==> src/sv/assert_macros.svh <==
// assertion helpers, clocked on clk and held off while arst_n is low
`ifndef ASSERT_MACROS_SVH
`define ASSERT_MACROS_SVH

// same-cycle implication
`define URS_ASSERT_NOW(label, ante, cons, msg) \
	label: assert property (@(posedge clk) disable iff (!arst_n) (ante) |-> (cons)) \
		else $error(msg);

// next-cycle implication
`define URS_ASSERT_NEXT(label, ante, cons, msg) \
	label: assert property (@(posedge clk) disable iff (!arst_n) (ante) |=> (cons)) \
		else $error(msg);

`endif

==> src/sv/urs_pkg.sv <==
// ----------------------------------------------------------------------------
// urs_pkg
// Types, widths and reset values shared by the ultrasonic range sequencer.
// ----------------------------------------------------------------------------
`timescale 1ns / 1ps

package urs_pkg;

	// field widths
	localparam int TRIG_W   = 16;
	localparam int PERIOD_W = 22;
	localparam int SCALE_W  = 10;
	localparam int TICKS_W  = 16;
	localparam int DIST_W   = 26;
	localparam int CFG_DATA_W = 22;
	localparam int CFG_IDX_W  = 2;
	localparam int S_TDATA_W  = 8;
	localparam int M_TDATA_W  = 48;

	localparam int ECHO_COUNT_BITS_DEF = 16;

	// register reset values
	localparam logic [TRIG_W-1:0]   TRIG_TICKS_RST = TRIG_W'(1000);
	localparam logic [PERIOD_W-1:0] PERIOD_RST     = PERIOD_W'(300000);
	localparam logic [SCALE_W-1:0]  SCALE_RST      = SCALE_W'(170);
	localparam logic [TICKS_W-1:0]  TICKS_MAX      = '1;

	typedef enum logic [1:0] {
		PH_IDLE  = 2'd0,
		PH_TRIG  = 2'd1,
		PH_RISE  = 2'd2,
		PH_COUNT = 2'd3
	} phase_t;

	typedef enum logic [1:0] {
		ERR_NONE     = 2'd0,
		ERR_ECHO_HI  = 2'd1,
		ERR_EARLY    = 2'd2,
		ERR_OVERFLOW = 2'd3
	} err_t;

	typedef enum logic [CFG_IDX_W-1:0] {
		CFG_TRIGGER_TICKS = 2'd0,
		CFG_PERIOD_TICKS  = 2'd1,
		CFG_SCALE         = 2'd2,
		CFG_ENABLE        = 2'd3
	} cfg_idx_t;

	typedef struct packed {
		logic [TRIG_W-1:0]   trigger_ticks;
		logic [PERIOD_W-1:0] period_ticks;
		logic [SCALE_W-1:0]  scale_um_per_tick;
		logic                enable;
	} cfg_t;

	// sequencer state apart from the echo counter
	typedef struct packed {
		phase_t              phase;
		logic [PERIOD_W-1:0] period_count;
		logic [TRIG_W-1:0]   trigger_count;
		logic                echo_prev;
	} st_t;

	typedef struct packed {
		logic [DIST_W-1:0]  distance_um;
		logic [TICKS_W-1:0] echo_ticks;
		err_t               error_code;
		logic               done_res;
		logic               trigger_level;
	} res_t;

endpackage

==> src/sv/urs_step.sv <==
// ----------------------------------------------------------------------------
// urs_step
// Next-state and result logic for one time-base tick of the sequencer.
// ----------------------------------------------------------------------------
`timescale 1ns / 1ps

module urs_step
	import urs_pkg::*;
#(
	parameter int ECHO_COUNT_BITS = ECHO_COUNT_BITS_DEF
) (
	input  cfg_t                       cfg,
	input  st_t                        st,
	input  logic [ECHO_COUNT_BITS-1:0] echo_count,
	input  logic                       echo_level,
	output st_t                        st_nxt,
	output logic [ECHO_COUNT_BITS-1:0] echo_count_nxt,
	output res_t                       res
);

	logic                  fell;
	logic                  start;
	logic                  trig_end;
	logic                  cnt_full;
	logic [PERIOD_W-1:0]   per;
	logic [PERIOD_W:0]     pc_inc;
	logic [31:0]           ec_wide;
	logic [TICKS_W-1:0]    ticks_sat;
	logic [DIST_W-1:0]     scaled_um;

	assign fell     = st.echo_prev & ~echo_level;
	assign start    = (st.period_count == '0);
	assign trig_end = (st.trigger_count >= cfg.trigger_ticks);
	assign cnt_full = (echo_count == '1);

	// zero period behaves as one
	assign per    = (cfg.period_ticks == '0) ? PERIOD_W'(1) : cfg.period_ticks;
	assign pc_inc = {1'b0, st.period_count} + (PERIOD_W+1)'(1);

	// saturate the count to the report width, then scale
	assign ec_wide   = 32'(echo_count);
	assign ticks_sat = (ec_wide > 32'(TICKS_MAX)) ? TICKS_MAX : ec_wide[TICKS_W-1:0];
	assign scaled_um = DIST_W'(ticks_sat) * DIST_W'(cfg.scale_um_per_tick);

	// next state
	always_comb begin
		st_nxt         = st;
		echo_count_nxt = echo_count;
		st_nxt.echo_prev = echo_level;
		if (!cfg.enable) begin
			st_nxt.phase        = PH_IDLE;
			st_nxt.period_count = '0;
		end else begin
			if (start) begin
				st_nxt.phase         = PH_TRIG;
				st_nxt.trigger_count = TRIG_W'(1);
				echo_count_nxt       = '0;
			end else begin
				unique case (st.phase)
					PH_TRIG: begin
						if (fell || (trig_end && echo_level)) begin
							st_nxt.phase = PH_IDLE;
						end else if (trig_end) begin
							st_nxt.phase = PH_RISE;
						end else begin
							st_nxt.trigger_count = st.trigger_count + TRIG_W'(1);
						end
					end
					PH_RISE: begin
						if (fell) begin
							st_nxt.phase = PH_IDLE;
						end else if (echo_level) begin
							echo_count_nxt = ECHO_COUNT_BITS'(1);
							st_nxt.phase   = PH_COUNT;
						end
					end
					PH_COUNT: begin
						if (!echo_level || cnt_full) begin
							st_nxt.phase = PH_IDLE;
						end else begin
							echo_count_nxt = echo_count + ECHO_COUNT_BITS'(1);
						end
					end
					default: begin
						st_nxt.phase = st.phase;
					end
				endcase
			end
			// period counter wraps at the period length
			st_nxt.period_count = (pc_inc >= {1'b0, per}) ? '0 : pc_inc[PERIOD_W-1:0];
		end
	end

	// result word
	always_comb begin
		res = '0;
		if (cfg.enable) begin
			if (start) begin
				res.trigger_level = 1'b1;
			end else begin
				unique case (st.phase)
					PH_TRIG: begin
						if (fell) begin
							res.done_res   = 1'b1;
							res.error_code = ERR_EARLY;
						end else if (trig_end) begin
							if (echo_level) begin
								res.done_res   = 1'b1;
								res.error_code = ERR_ECHO_HI;
							end
						end else begin
							res.trigger_level = 1'b1;
						end
					end
					PH_RISE: begin
						if (fell) begin
							res.done_res   = 1'b1;
							res.error_code = ERR_EARLY;
						end
					end
					PH_COUNT: begin
						if (!echo_level) begin
							res.done_res    = 1'b1;
							res.error_code  = ERR_NONE;
							res.echo_ticks  = ticks_sat;
							res.distance_um = scaled_um;
						end else if (cnt_full) begin
							res.done_res   = 1'b1;
							res.error_code = ERR_OVERFLOW;
							res.echo_ticks = ticks_sat;
						end
					end
					default: begin
						res.done_res = 1'b0;
					end
				endcase
			end
		end
	end

endmodule

==> src/sv/ultrasonic_range_sequencer_core.sv <==
// ----------------------------------------------------------------------------
// ultrasonic_range_sequencer_core: word in to result word out via input and output registers
// throughput one word per cycle unless m_tready stalls, set by the single step stage and output register
// reset: asynchronous, registers at their reset values, sequencer idle, no data
// ----------------------------------------------------------------------------
`timescale 1ns / 1ps
`include "assert_macros.svh"

module ultrasonic_range_sequencer_core
	import urs_pkg::*;
#(
	parameter int ECHO_COUNT_BITS = ECHO_COUNT_BITS_DEF
) (
	input  logic                  clk,
	input  logic                  arst_n,
	// tdata: [0] echo_level
	input  logic                  s_tvalid,
	output logic                  s_tready,
	input  logic [S_TDATA_W-1:0]  s_tdata,
	// tdata: [0] trigger_level, [1] done_res, [3:2] error_code,
	//        [19:4] echo_ticks, [45:20] distance_um
	output logic                  m_tvalid,
	input  logic                  m_tready,
	output logic [M_TDATA_W-1:0]  m_tdata,
	input  logic                  cfg_valid,
	output logic                  cfg_ready,
	input  logic [CFG_IDX_W-1:0]  cfg_index,
	input  logic [CFG_DATA_W-1:0] cfg_data
);

	cfg_t                       cfg_q;
	st_t                        st_q;
	st_t                        st_nxt;
	logic [ECHO_COUNT_BITS-1:0] echo_count_q;
	logic [ECHO_COUNT_BITS-1:0] echo_count_nxt;
	logic                       valid_s1;
	logic                       echo_s1;
	logic                       m_tvalid_q;
	res_t                       res_q;
	res_t                       res;
	logic                       out_free;
	logic                       step;

	assign cfg_ready = 1'b1;

	// configuration registers
	always_ff @(posedge clk or negedge arst_n) begin
		if (!arst_n) begin
			cfg_q.trigger_ticks     <= TRIG_TICKS_RST;
			cfg_q.period_ticks      <= PERIOD_RST;
			cfg_q.scale_um_per_tick <= SCALE_RST;
			cfg_q.enable            <= 1'b1;
		end else if (cfg_valid && cfg_ready) begin
			unique case (cfg_idx_t'(cfg_index))
				CFG_TRIGGER_TICKS: cfg_q.trigger_ticks     <= cfg_data[TRIG_W-1:0];
				CFG_PERIOD_TICKS:  cfg_q.period_ticks      <= cfg_data[PERIOD_W-1:0];
				CFG_SCALE:         cfg_q.scale_um_per_tick <= cfg_data[SCALE_W-1:0];
				CFG_ENABLE:        cfg_q.enable            <= cfg_data[0];
				default:           cfg_q <= cfg_q;
			endcase
		end
	end

	// handshake: the output register frees as soon as its word is taken
	assign out_free = !m_tvalid_q || m_tready;
	assign step     = valid_s1 && out_free;
	assign s_tready = !valid_s1 || out_free;

	// input register
	always_ff @(posedge clk or negedge arst_n) begin
		if (!arst_n) begin
			valid_s1 <= 1'b0;
		end else if (s_tready) begin
			valid_s1 <= s_tvalid;
		end
	end

	always_ff @(posedge clk) begin
		if (s_tvalid && s_tready) begin
			echo_s1 <= s_tdata[0];
		end
	end

	urs_step #(
		.ECHO_COUNT_BITS(ECHO_COUNT_BITS)
	) u_step (
		.cfg            (cfg_q),
		.st             (st_q),
		.echo_count     (echo_count_q),
		.echo_level     (echo_s1),
		.st_nxt         (st_nxt),
		.echo_count_nxt (echo_count_nxt),
		.res            (res)
	);

	// sequencer state advances once per word
	always_ff @(posedge clk or negedge arst_n) begin
		if (!arst_n) begin
			st_q.phase         <= PH_IDLE;
			st_q.period_count  <= '0;
			st_q.trigger_count <= '0;
			st_q.echo_prev     <= 1'b0;
			echo_count_q       <= '0;
		end else if (step) begin
			st_q         <= st_nxt;
			echo_count_q <= echo_count_nxt;
		end
	end

	// output register
	always_ff @(posedge clk or negedge arst_n) begin
		if (!arst_n) begin
			m_tvalid_q <= 1'b0;
		end else if (out_free) begin
			m_tvalid_q <= valid_s1;
		end
	end

	always_ff @(posedge clk) begin
		if (step) begin
			res_q <= res;
		end
	end

	assign m_tvalid = m_tvalid_q;
	assign m_tdata  = M_TDATA_W'(res_q);

	// checks
	`URS_ASSERT_NOW(a_quiet_fields, m_tvalid_q && !res_q.done_res,
		res_q.error_code == ERR_NONE && res_q.echo_ticks == '0 && res_q.distance_um == '0,
		"result fields set without a finished measurement")
	`URS_ASSERT_NOW(a_err_no_dist, m_tvalid_q && res_q.done_res && res_q.error_code != ERR_NONE,
		res_q.distance_um == '0, "distance reported on a failed measurement")
	`URS_ASSERT_NEXT(a_disabled_idle, step && !cfg_q.enable,
		st_q.phase == PH_IDLE && st_q.period_count == '0, "sequencer not held idle while disabled")
	`URS_ASSERT_NEXT(a_done_goes_idle, step && res.done_res,
		st_q.phase == PH_IDLE, "sequencer still busy after reporting")

endmodule
==> config.mk <==
export PLATFORM = sky130hd
export DESIGN_NAME = ultrasonic_range_sequencer_core
export DESIGN_NICKNAME = d
export VERILOG_FILES = /design/src/sv/urs_pkg.sv /design/src/sv/urs_step.sv /design/src/sv/ultrasonic_range_sequencer_core.sv
export VERILOG_INCLUDE_DIRS = /design/src /design/src/sv
export SDC_FILE = /design/constraint.sdc
export NUM_CORES = 1
export LEC_CHECK = 0
export BUFFER_PORTS_ARGS = -buffer_cell sky130_fd_sc_hd__buf_4
export CAP_MARGIN = 10
export CORE_MARGIN = 5
export CORE_UTILIZATION = 30
export CTS_BUF_LIST = sky130_fd_sc_hd__clkbuf_8 sky130_fd_sc_hd__clkbuf_16
export CTS_CLUSTER_SIZE = 16
export DETAILED_ROUTE_END_ITERATION = 12
export PLACE_DENSITY_LB_ADDON = 0.12
export SYNTH_ARGS = -nofsm -noshare
export SYNTH_HDL_FRONTEND = slang
export SYNTH_SLANG_ARGS = --single-unit
==> constraint.sdc <==
create_clock -name clk -period 7.9 [get_ports clk]
set_clock_uncertainty 0.15 [all_clocks]
set_input_delay 1.58 -clock clk [delete_from_list [all_inputs] [get_ports clk]]
set_output_delay 1.58 -clock clk [all_outputs]
set_load 0.1 [all_outputs]
# == Word-level counts from Yosys, hierarchy flattened ==
# Index checks and enable logic that the tools add are counted.
# word_totals
ff_bits,155
input_bits,37
output_inout_bits,51
elab_cells,101
# classes
addsub,3
multipliers,1
order_cmp,3
n_eq_ne,16
n_mux,32
bitwise_logic,4
n_reduce_logical,25
# ops
op,count
$mux 16,9
$logic_not 22->1,2
$mux 22,2
$mux 19,2
$add 16x1->16 const B,2
$pmux 16 s2,1
$mul 16x10->26,1
$mux 24,1
$add 22x1->23 const B,1
$ge 23x22->1,1
$eq 16x16->1 const B,1
$ge 16x16->1,1
$gt 16x16->1 const B,1
$mux 2,7
$pmux 2 s3,2
$reduce_and 5->1,2
$mux 3,3
$eq 2x2->1 const B,4
$reduce_and 2->1,4
$ne 3x2->1 const B,2
$reduce_and 6->1,1
$ne 5x1->1 const B,1
$ne 5x2->1 const B,1
$ne 5x3->1 const B,1
other kinds (17),31

# == Logic depth before layout (Yosys ltp) ==
# Gate-level depths: netlist of run 1.
# logic_depth
ltp_word,7
ltp_mapped,22
mapped_depth_nobuf,20

# == Modules after synthesis ==
# A second synthesis of run 1 with hierarchy kept.
# hier_totals
cells_unflattened,1440
hier_area_um2,14087.3
# modules_own_cells
mod,n_inst,cells_each,area_per_inst_um2,seq_area_each_um2
urs_step,1,1153,8563.2,0.0
ultrasonic_range_sequencer_core,1,287,5524.0,4137.7

# == Least setup slack after synthesis of run 1 ==
# No wires, ideal clock.
# synth_path
path_kind,register -> register
start,reg cfg_q[4] in the netlist's numbering
end,"reg res_q, in the netlist m_tdata[41], data pin"
arrival_time_ns,5.440
required_time_ns,7.484
setup_slack_ns,2.044
stages_incl_launch_ff,21
path_buffers,2
period_less_slack_ns,5.856
path_cell_list,dfstp_2 > clkbuf_1 > clkbuf_1 > nand2_1 > fa_1 > inv_1 > fa_1 > fa_1 > fa_1 > inv_1 > fa_1 > inv_1 > ha_1 > a21o_1 > a21oi_1 > o21ai_0 > a221oi_1 > o22ai_1 > nor3_1 > xor2_1 > nor2_1
# synth_via
elab_chain_cells,1
# synth_rtl
element,line_no,text
"start, declared",ultrasonic_range_sequencer_core.sv:31,cfg_t cfg_q;
"start signal, assigned",ultrasonic_range_sequencer_core.sv:59,default: cfg_q <= cfg_q;
$mul 16x10->26,urs_step.sv:43,assign scaled_um = DIST_W'(ticks_sat) * DIST_W'(cfg.scale_um_per_tick);
"end signal, assigned",ultrasonic_range_sequencer_core.sv:121,res_q <= res;
"end, declared",ultrasonic_range_sequencer_core.sv:39,res_t res_q;
# No other way between the ends.
# A chain may end at the register's enable or synchronous reset.

# == Worst setup path after layout of run 1 ==
# layout_path
start,reg cfg_q[3] in the netlist's numbering
end,"reg res_q, in the netlist m_tdata[44], data pin"
# Same word-level chain as after synthesis.

==> flow_metrics.py, run 1 <==
metrics = {
    "die": {
        "initial_core_util_pct": 30.2,
        "core.rowCount": 76,
        "die-width_um": 218,
        "floorplan.io_pins": 88,
        "die_y_um": 218,
        "fp.coreArea_um2": 43000,
        "die_area_um2": 47500,
    },
    "setup_path": {
        "start_kind": "register",
        "crit_required_ns": 7.96,
        "maximum_fanout_count_along_the_critical_path": 17,
        "rr_worst_depth": 20,
        "critical_path_class": "reg2reg",
        "worst_r2r_endpoint": "m_tdata[44]",
        "setup.worst_path.end_class": "register",
        "worstPathArrival_ns": 6.25,
        "crit-reg2reg-launch": "cfg_q[3]",
        "reg2reg_setup_slack_ns": 1.71,
    },
    "final_layout": {
        "finalNetCount": 1637,
        "finalNonFillerCells": 1985,
        "fin_area_um2": 14700,
        "diodes": 0,
        "layout_cell_share_with_drive_strength_beyond_1_pct": 12.9,
        "syn2layout_area_growth_pct": 13.0,
    },
    "worst_hold_path": {
        "whs_path_depth": 1,
        "hold_path_class": "reg2reg",
        "holdCritStartpoint": "valid_s1",
        "hold_end": "m_tvalid",
    },
    "route": {
        "vias": 9356,
        "dr.pass1.iters": 5,
        "detail_route.vias_per_cell": 4.71,
        "final_antenna_violating_net_count": 0,
        "wirelength_mm": 32.7,
        "drt-wirelength-per-cell_um": 16.5,
        "dr.first_iter.drc_count": 427,
        "drc": 0,
    },
    "pwr": {
        "power.leakage_uw": 0.00702,
        "power_density_nw_per_um2": 165,
        "max-vdd-ir-drop_uv": 136,
    },
    "synthesis": {
        "synth.avg_cell_area_um2": 9.66,
        "netlist.area_leader.share_pct": 17.2,
        "synth.most_common_cell": "inv_1",
        "yosys-top-cells-area": "dfrtp_1 (17%), fa_1 (17%), edfxtp_1 (11%)",
        "synth_largest_area_cell": "dfrtp_1",
        "post_synth_most_frequent_cells": "inv_1 (169), nand2_1 (145), fa_1 (110)",
        "synth_seq_area_share_pct": 31.9,
        "syn_inst": 1343,
        "async_flop_share_pct": 69.7,
        "synth_enable_flop_cells": 47,
        "synth_flop_cell": "dfrtp_1",
        "synth.yosys.warnings": 0,
        "synth_cell_types": 63,
        "syn-cell-area_um2": 13000,
        "synth.ff_latch_count": 155,
    },
    "clocking": {
        "cts.sink_count": 155,
        "tritoncts": "done",
        "post_cts_resized": 0,
        "clock_insertion_delay_worst_skew_ns": 0.48,
        "post-cts-setup-buffers": 0,
        "ctsHtreeMaxLevel": 4,
        "clkTransAtPathRegs_ns": 0.07,
        "numCtsBuffers": 17,
        "hold_buffers": 0,
        "cts_root_buffer": "clkbuf_16",
        "cts_max_path_buffers": 2,
    },
    "timing": {
        "grt_setup_unrepaired": "false",
        "setup_viol": 0,
        "timing_hold_violations_final": 0,
        "final.min_clock_period_ns": 6.19,
        "fmaxAchievable_ghz": 0.162,
        "whs_ns": 0.347,
        "tightestPinTransition_ns": 1.13,
        "setup_slack_ns": 1.71,
        "setup_total_negative_slack_ns": 0,
        "slew_viol_final": 0,
        "worst_slew_margin_rel_pct": 24.7,
        "final.period_utilization_pct": 78.3,
    },
    "grt": {
        "vias_in_the_first_global_route": 9723,
        "maximum_number_of_pins_on_one_net_before_global_route_repair": 63,
        "grt_antenna_before_repair": 1,
        "grt_usage_pct": 14.5,
        "grt-ovfl-total": 0,
        "grt_first_pass_wirelength_mm": 53.9,
    },
    "placement": {
        "gp_congestion": 0.766,
        "io_buffers": 77,
        "placed_area_um2": 14100,
        "placed_cells_incl_taps": 1953,
        "dp_slack_ns": 1.62,
        "dpl.hpwl_mm": 24.1,
    },
    "run_status": {
        "outcome": "finished, final reports clean",
    },
    "run": {
        "timing.max_cap.violations": 0,
    },
}
## power breakdown
part,internal [uW],total (uW),switching [uW]
sequential,921,1050,125
combinational,192,574,382
clock,432,807,374
## cells in the final DEF, fill, tap and decap left out, drive strengths merged, types with 19 or more instances in the layout
cell,n
a21oi,43
and2,108
buf,89
dfrtp,89
dfstp,19
edfxtp,47
fa,110
ha,103
inv,179
mux2,35
nand2,145
nand3,28
nor2,80
o21ai,51
xnor2,25
xor2,29
## through the flow
step	power [uW]	utilization (%)
after global routing	2590	34.1
after floorplan	1450	-
final	2430	34.1
after detailed placement	1650	32.8
after CTS	2480	34.1
after global placement	1640	32.8
## sequential cells by signal, indices dropped and copies added, names as in the netlist
register      count
echo_count_q     16
valid_s1          1
m_tdata          46
m_tvalid          1
cfg_q            49
echo_s1           1
st_q             41
## layer usage
layer / part of all wire, % / wire length [um] / track usage (%) / vias to the layer above
met1: 47 / 15500 / 19.1 / 4660
met4: 1.8 / 600 / 4.71 / 0
met5: 0 / 0 / 0 / -
li1: - / - / - / 4548
met2: 48 / 15600 / 23.9 / 113
met3: 2.9 / 954 / 2.94 / 35
## worst max path at each step
stage / startpoint / endpoint / slack [ns]
after global routing: cfg_q[3] / m_tdata[44] / 1.18
after CTS: cfg_q[3] / m_tdata[44] / 1.60
final: cfg_q[3] / m_tdata[44] / 1.71
after detailed placement: cfg_q[3] / m_tdata[44] / 1.62
after global placement: cfg_q[3] / m_tdata[44] / 1.62
after floorplan: cfg_q[4] / m_tdata[41] / 2.04
## layout make-up
type / count / area, um2
clock inverter: 15 / 123
inverter: 171 / 642
fill: 4479 / 28300
clock buffer: 17 / 425
timing repair buffer: 89 / 668
multi-input combinational: 953 / 7940
tap: 585 / 732
sequential: 155 / 4140
## cell families after synthesis
family / Yosys count / share of synthesized area (%)
simple gates: 461 / 18.0
compound gates: 186 / 9.29
mux: 36 / 3.11
xor+xnor: 54 / 3.64
buf+inv: 236 / 7.08
fa+ha+maj: 213 / 26.9
other cells: 2 / 0.0579
flops: 155 / 31.9
## critical path, stage by stage (launching register included)
cell and delay [ns]:
dfrtp_1 0.77, nand2_1 0.16, fa_1 0.52, inv_1 0.05
fa_1 0.50, inv_1 0.05, fa_1 0.48, inv_1 0.05
fa_1 0.52, inv_1 0.05, fa_1 0.52, inv_1 0.04
ha_1 0.34, a21oi_1 0.24, a21oi_1 0.12, a21oi_1 0.31
a21oi_1 0.22, a311oi_1 0.47, a21oi_1 0.15, xnor2_1 0.15
nor2_1 0.05
No activity file was read; power rests on OpenSTA's default activity.
==> run 2: changes to the inputs <==
- clock period: 7.9 -> 5.2 ns (I/O delays scaled with it)
==> flow_metrics.py, run 2 (synthesized netlist as in run 1, its figures left out) <==
metrics = {
    "run_status": {
        "outcome": "finished, violations left",
        "failing_checks": "negative setup slack",
    },
    "final_layout": {
        "finalNonFillerCells": 2110,
        "syn2layout_area_growth_pct": 24.2,
        "register_area_um2": 4150,
        "finalNetCount": 1762,
        "final_layout_fill_cell_count": 4444,
        "layout_cell_share_with_drive_strength_beyond_1_pct": 25.2,
        "diodes": 0,
        "multi_input_comb_area_um2": 8360,
        "layout_common_cells": "buf_4 (204), inv_1 (159), nand2_1 (136)",
        "largest_reg_flops": 49,
        "largest-register": "cfg_q",
        "final_common_cell": "buf_4",
        "finalCoreUtilization_pct": 37.5,
    },
    "route": {
        "wirelength_mm": 32.3,
        "drc": 0,
        "routedLengthMet1_mm": 14.9,
        "wl_met2_mm": 15.7,
        "detail_route.vias_per_cell": 4.58,
        "dr.first_iter.drc_count": 404,
        "vias": 9661,
        "maxUsedRoutingLayer": "met4",
        "met3_length_mm": 1.02,
        "drt-wirelength-per-cell_um": 15.3,
        "dr.pass1.iters": 4,
        "final_antenna_violating_net_count": 0,
    },
    "placement": {
        "dpl.hpwl_mm": 25.4,
        "placed_cells_incl_taps": 2062,
        "dp_slack_ns": -0.397,
        "gp_congestion": 0.782,
        "io_buffers": 77,
    },
    "worst_hold_path": {
        "hold_path_class": "in2async",
    },
    "pwr": {
        "cellInternalPower_uw": 2500,
        "p_sw_uw": 1380,
        "power.share.combinational_pct": 27.7,
        "total_power_uw": 3880,
        "clockPowerShare_pct": 32.9,
        "seq_pwr_share_pct": 39.4,
        "p_sw_share_pct": 35.5,
        "power.leakage_uw": 0.00772,
        "power_density_nw_per_um2": 241,
        "max-vdd-ir-drop_uv": 252,
    },
    "setup_path": {
        "cp_num_cells": 19,
        "start_kind": "register",
        "rr_worst_depth": 19,
        "crit_path_cell_trace": "buf_6 > nand2_1 > fa_1 > inv_1 > fa_1 > fa_1 > fa_1 > inv_1 > fa_1 > inv_2 > ha_4 > a211oi_4 > o211ai_1 > nor2_1 > a21oi_4 > a311oi_2 > buf_4 > xor2_1 > nor2_1",
        "setup.worst_path.end_class": "register",
        "worstPathArrival_ns": 5.52,
        "worst_path_max_delay_cell": "dfstp_2",
        "crit_path_frequent_cell": "fa_1",
        "crit_required_ns": 5.27,
        "slowest_delay_ns": 0.59,
        "critical_path_class": "reg2reg",
        "maximum_fanout_count_along_the_critical_path": 5,
        "critical-path-top-delay-family": "adder cells",
        "cp_num_buf_inv": 5,
    },
    "grt": {
        "vias_in_the_first_global_route": 10124,
        "maximum_number_of_pins_on_one_net_before_global_route_repair": 55,
        "grt_usage_pct": 14.2,
        "grt-ovfl-total": 0,
        "grt_first_pass_wirelength_mm": 53.6,
        "grt_antenna_before_repair": 0,
    },
    "clocking": {
        "cts_max_path_buffers": 2,
        "hold_buffers": 0,
        "cts_root_buffer": "clkbuf_16",
        "clkTransAtPathRegs_ns": 0.07,
        "cts.sink_count": 155,
        "clock_insertion_delay_worst_skew_ns": 0.48,
        "numCtsBuffers": 17,
        "tritoncts": "done",
        "ctsHtreeMaxLevel": 4,
    },
    "die": {
        "die_y_um": 218,
        "fp.coreArea_um2": 43000,
        "core.rowCount": 76,
        "initial_core_util_pct": 30.2,
        "die-width_um": 218,
        "die_area_um2": 47500,
        "floorplan.io_pins": 88,
    },
    "timing": {
        "tightestPinTransition_ns": 1.10,
        "worst_slew_margin_rel_pct": 26.5,
        "timing_hold_violations_final": 0,
        "slew_viol_final": 0,
        "setup_total_negative_slack_ns": -2.15,
        "final.min_clock_period_ns": 5.45,
        "grt_setup_unrepaired": "true",
        "setup_viol": 14,
        "setup_slack_ns": -0.247,
        "final.period_utilization_pct": 105,
        "fmaxAchievable_ghz": 0.184,
    },
    "run": {
        "timing.max_cap.violations": 0,
    },
}
## run 2: cell types whose count changed in the layout (fill, tap and decap cells not counted), sizes merged
| cell | previous run | this run |
|---|---|---|
| buf | 89 | 214 |
| clkinv | 5 | 6 |
| clkbuf | 17 | 18 |
| inv | 179 | 178 |
| clkinvlp | 1 | 0 |
## run 2: power by group through the flow
stage	registers (uW)	logic, uW	clock network (uW)
final	1530	1080	1280
after floorplan	1660	577	0
after detailed placement	1560	1030	0
after CTS	1530	1070	1340
after global placement	1560	1020	0
after global routing	1550	1200	1390
## run 2: cell type report
type	instances	share of cell area (%)
Timing Repair Buffer	214	10.3
Multi-Input combinational cell	953	51.8
Clock inverter	14	0.800
Inverter	171	3.98
Sequential cell	155	25.7
Clock buffer	18	2.79
Tap cell	585	4.54
## run 2: worst reg2reg max path, cell delays in order (launching register included)
cell      delay, ns
dfstp_2        0.59
buf_6          0.14
nand2_1        0.07
fa_1           0.54
inv_1          0.05
fa_1           0.49
fa_1           0.43
fa_1           0.49
inv_1          0.05
fa_1           0.54
inv_2          0.05
ha_4           0.22
a211oi_4       0.26
o211ai_1       0.15
nor2_1         0.21
a21oi_4        0.10
a311oi_2       0.31
buf_4          0.17
xor2_1         0.14
nor2_1         0.05
## run 2: path summary, 6_finish.rpt
path / from / endpoint / slack, ns
setup / recovery: cfg_q[2] / m_tdata[42] / -0.25
hold / removal: arst_n / st_q[13] / 0.34
max in group asynchronous: arst_n / echo_count_q[8] / 3.59
min in group clk: valid_s1 / m_tvalid / 0.34
hold reg to reg: valid_s1 / m_tvalid / 0.34
setup reg to reg: cfg_q[2] / m_tdata[42] / -0.25
## run 2: metrics by stage
step / area [um2] / hold WS (ns)
final: 16100 / 0.336
after CTS: 15900 / 0.319
after global routing: 16100 / 0.340
after detailed placement: 15100 / 0.326
after floorplan: 13200 / 0.307
after global placement: 15100 / 0.323
## run 2: per-layer routing
| metal | global-route usage, % | up-vias |
|---|---|---|
| met5 | 0 | - |
| met4 | 4.10 | 0 |
| met3 | 3.51 | 32 |
| met2 | 23.9 | 95 |
| met1 | 18.1 | 4740 |
| li1 | - | 4794 |
## run 2: repair_timing
action,CTS,global route
buffers inserted,8,8
pin swaps,38,18
endpoints found under the setup margin,14,16
resized for setup,42,32
==> run 3: changes to the inputs <==
==> constraint.sdc (replaced) <==
create_clock -name clk -period 5.2 [get_ports clk]
set_clock_uncertainty 0.15 [all_clocks]
set_input_delay 1.56 -clock clk [delete_from_list [all_inputs] [get_ports clk]]
set_output_delay 1.56 -clock clk [all_outputs]
set_load 0.1 [all_outputs]
==> flow_metrics.py, run 3 (synthesized netlist as in run 1, its figures left out) <==
metrics = {
    "final_layout": {
        "largest-register": "cfg_q",
        "finalCoreUtilization_pct": 37.6,
        "largest_reg_flops": 49,
        "layout_common_cells": "buf_4 (194), inv_1 (157), nand2_1 (136)",
        "final_common_cell": "buf_4",
        "finalNetCount": 1760,
        "syn2layout_area_growth_pct": 24.6,
        "layout_cell_share_with_drive_strength_beyond_1_pct": 25.1,
        "fin_area_um2": 16200,
        "diodes": 0,
        "final_layout_fill_cell_count": 4448,
    },
    "setup_path": {
        "crit_required_ns": 5.27,
        "crit-reg2reg-launch": "cfg_q[4]",
        "crit_path_cell_trace": "buf_12 > nand2_4 > fa_1 > inv_1 > fa_1 > inv_1 > fa_1 > inv_1 > fa_1 > inv_2 > fa_1 > inv_2 > ha_4 > a21o_1 > nor3_4 > a2bb2oi_4 > a221oi_4 > o22ai_2 > a21oi_2 > xnor2_1 > nor2_1",
        "cp_num_buf_inv": 6,
        "setup.worst_path.end_class": "register",
        "rr_worst_depth": 21,
        "worstPathArrival_ns": 5.55,
        "slowest_delay_ns": 0.62,
        "worst_path_max_delay_cell": "dfstp_2",
        "crit_path_frequent_cell": "fa_1",
        "reg2reg_setup_slack_ns": -0.29,
        "critical-path-top-delay-family": "adder cells",
        "worst_r2r_endpoint": "m_tdata[45]",
        "start_kind": "register",
        "critical_path_class": "reg2reg",
        "maximum_fanout_count_along_the_critical_path": 5,
    },
    "placement": {
        "placed_area_um2": 15100,
        "dpl.hpwl_mm": 25.3,
        "gp_congestion": 0.773,
        "io_buffers": 77,
    },
    "clocking": {
        "clkTransAtPathRegs_ns": 0.08,
        "cts.sink_count": 155,
        "clock_insertion_delay_worst_skew_ns": 0.48,
        "hold_buffers": 0,
        "cts_root_buffer": "clkbuf_16",
        "cts_max_path_buffers": 2,
        "numCtsBuffers": 17,
        "tritoncts": "done",
        "ctsHtreeMaxLevel": 4,
    },
    "route": {
        "final_antenna_violating_net_count": 0,
        "dr.first_iter.drc_count": 364,
        "dr.pass1.iters": 4,
        "vias": 9647,
        "detail_route.vias_per_cell": 4.58,
        "drt-wirelength-per-cell_um": 15.4,
        "drc": 0,
        "wirelength_mm": 32.5,
    },
    "pwr": {
        "max-vdd-ir-drop_uv": 249,
        "seq_pwr_share_pct": 39.2,
        "power_density_nw_per_um2": 242,
        "p_sw_share_pct": 37.0,
        "total_power_uw": 3910,
        "power.leakage_uw": 0.00776,
        "p_sw_uw": 1450,
        "cellInternalPower_uw": 2460,
        "power.share.combinational_pct": 27.7,
        "clockPowerShare_pct": 33.1,
    },
    "timing": {
        "timing_hold_violations_final": 0,
        "setup_viol": 14,
        "final.period_utilization_pct": 106,
        "setup_slack_ns": -0.288,
        "fmaxAchievable_ghz": 0.182,
        "tightestPinTransition_ns": 1.09,
        "grt_setup_unrepaired": "true",
        "worst_slew_margin_rel_pct": 27.1,
        "final.min_clock_period_ns": 5.49,
        "slew_viol_final": 0,
    },
    "die": {
        "fp.coreArea_um2": 43000,
        "die_y_um": 218,
        "core.rowCount": 76,
        "die-width_um": 218,
        "initial_core_util_pct": 30.2,
        "floorplan.io_pins": 88,
        "die_area_um2": 47500,
    },
    "worst_hold_path": {
        "hold_path_class": "reg2reg",
        "whs_path_depth": 1,
        "hold_end": "m_tvalid",
        "holdCritStartpoint": "valid_s1",
    },
    "grt": {
        "vias_in_the_first_global_route": 10280,
        "grt-ovfl-total": 0,
        "grt_first_pass_wirelength_mm": 53.8,
        "maximum_number_of_pins_on_one_net_before_global_route_repair": 58,
        "grt_antenna_before_repair": 0,
        "grt_usage_pct": 14.3,
    },
    "run_status": {
        "outcome": "finished, violations left",
        "failing_checks": "negative setup slack",
    },
    "run": {
        "timing.max_cap.violations": 0,
    },
}
==> run 3: cell count changes in the layout (fill, tap and decap cells not counted), sizes merged <==
cell      delta
clkbuf       -1
buf          -2
bufinv       -1
clkinvlp     +1
inv          +1
==> run 3: repair_timing <==
item | in CTS | in global routing
buffers inserted | 12 | 10
pin swaps | 48 | 30
setup endpoints to repair | 14 | 18
gates resized for setup | 47 | 34
endpoints found under the hold margin | 0 | 0
==> run 3: power groups by stage <==
stage          sequential (uW)  clock [uW]  combinational, uW
3_3_place_gp              1560           0               1030
4_1_cts                   1540        1360               1070
2_1_floorplan             1660           0                577
5_1_grt                   1550        1400               1210
3_5_place_dp              1560           0               1030
6_report                  1530        1290               1080
==> run 3: worst max-delay path by stage <==
stage                     slack, ns     start           to  cells after the start
after floorplan               -0.04  cfg_q[2]  m_tdata[41]                     20
after global placement        -0.35  cfg_q[4]  m_tdata[44]                     20
after detailed placement      -0.37  cfg_q[4]  m_tdata[42]                     19
after CTS                     -0.30  cfg_q[4]  m_tdata[45]                     21
after global routing          -0.51  cfg_q[4]  m_tdata[45]                     18
final                         -0.29  cfg_q[4]  m_tdata[45]                     21
==> run 3: worst register-to-register path: cells and delay by family, from the launching register on <==
family | cells | cell delay, ns
flops | 1 | 0.62
fa+ha+maj | 6 | 2.71
simple gates | 3 | 0.32
xor+xnor | 1 | 0.16
buf+inv | 6 | 0.36
compound gates | 5 | 0.91
==> run 3: layer usage <==
metal	track usage (%)	vias to the layer above	share of wire, %
li1	-	4785	-
met1	17.7	4733	46
met2	24.7	96	50
met3	3.03	33	2.7
met4	4.71	0	2.0
met5	0	-	0
==> run 3: layout make-up <==
| class | instances | area [um2] | share of cell area, % |
|---|---|---|---|
| multi-input cells | 953 | 8350 | 51.7 |
| flip-flops and latches | 155 | 4150 | 25.7 |
| repair buffers | 212 | 1700 | 10.5 |
| well taps | 585 | 732 | 4.53 |
| inverters | 171 | 642 | 3.97 |
| clock buffers | 17 | 425 | 2.63 |
| clock inverters | 15 | 170 | 1.05 |
==> run 3: through the flow <==
step / std cells / setup TNS [ns] / hold WS (ns) / setup slack (ns)
after CTS: 2100 / -2.48 / 0.355 / -0.300
after floorplan: 1344 / -0.0785 / 0.307 / -0.0439
final: 2108 / -2.67 / 0.354 / -0.288
after detailed placement: 2058 / -3.48 / 0.336 / -0.372
after global routing: 2108 / -5.69 / 0.378 / -0.510
after global placement: 2058 / -3.23 / 0.325 / -0.355
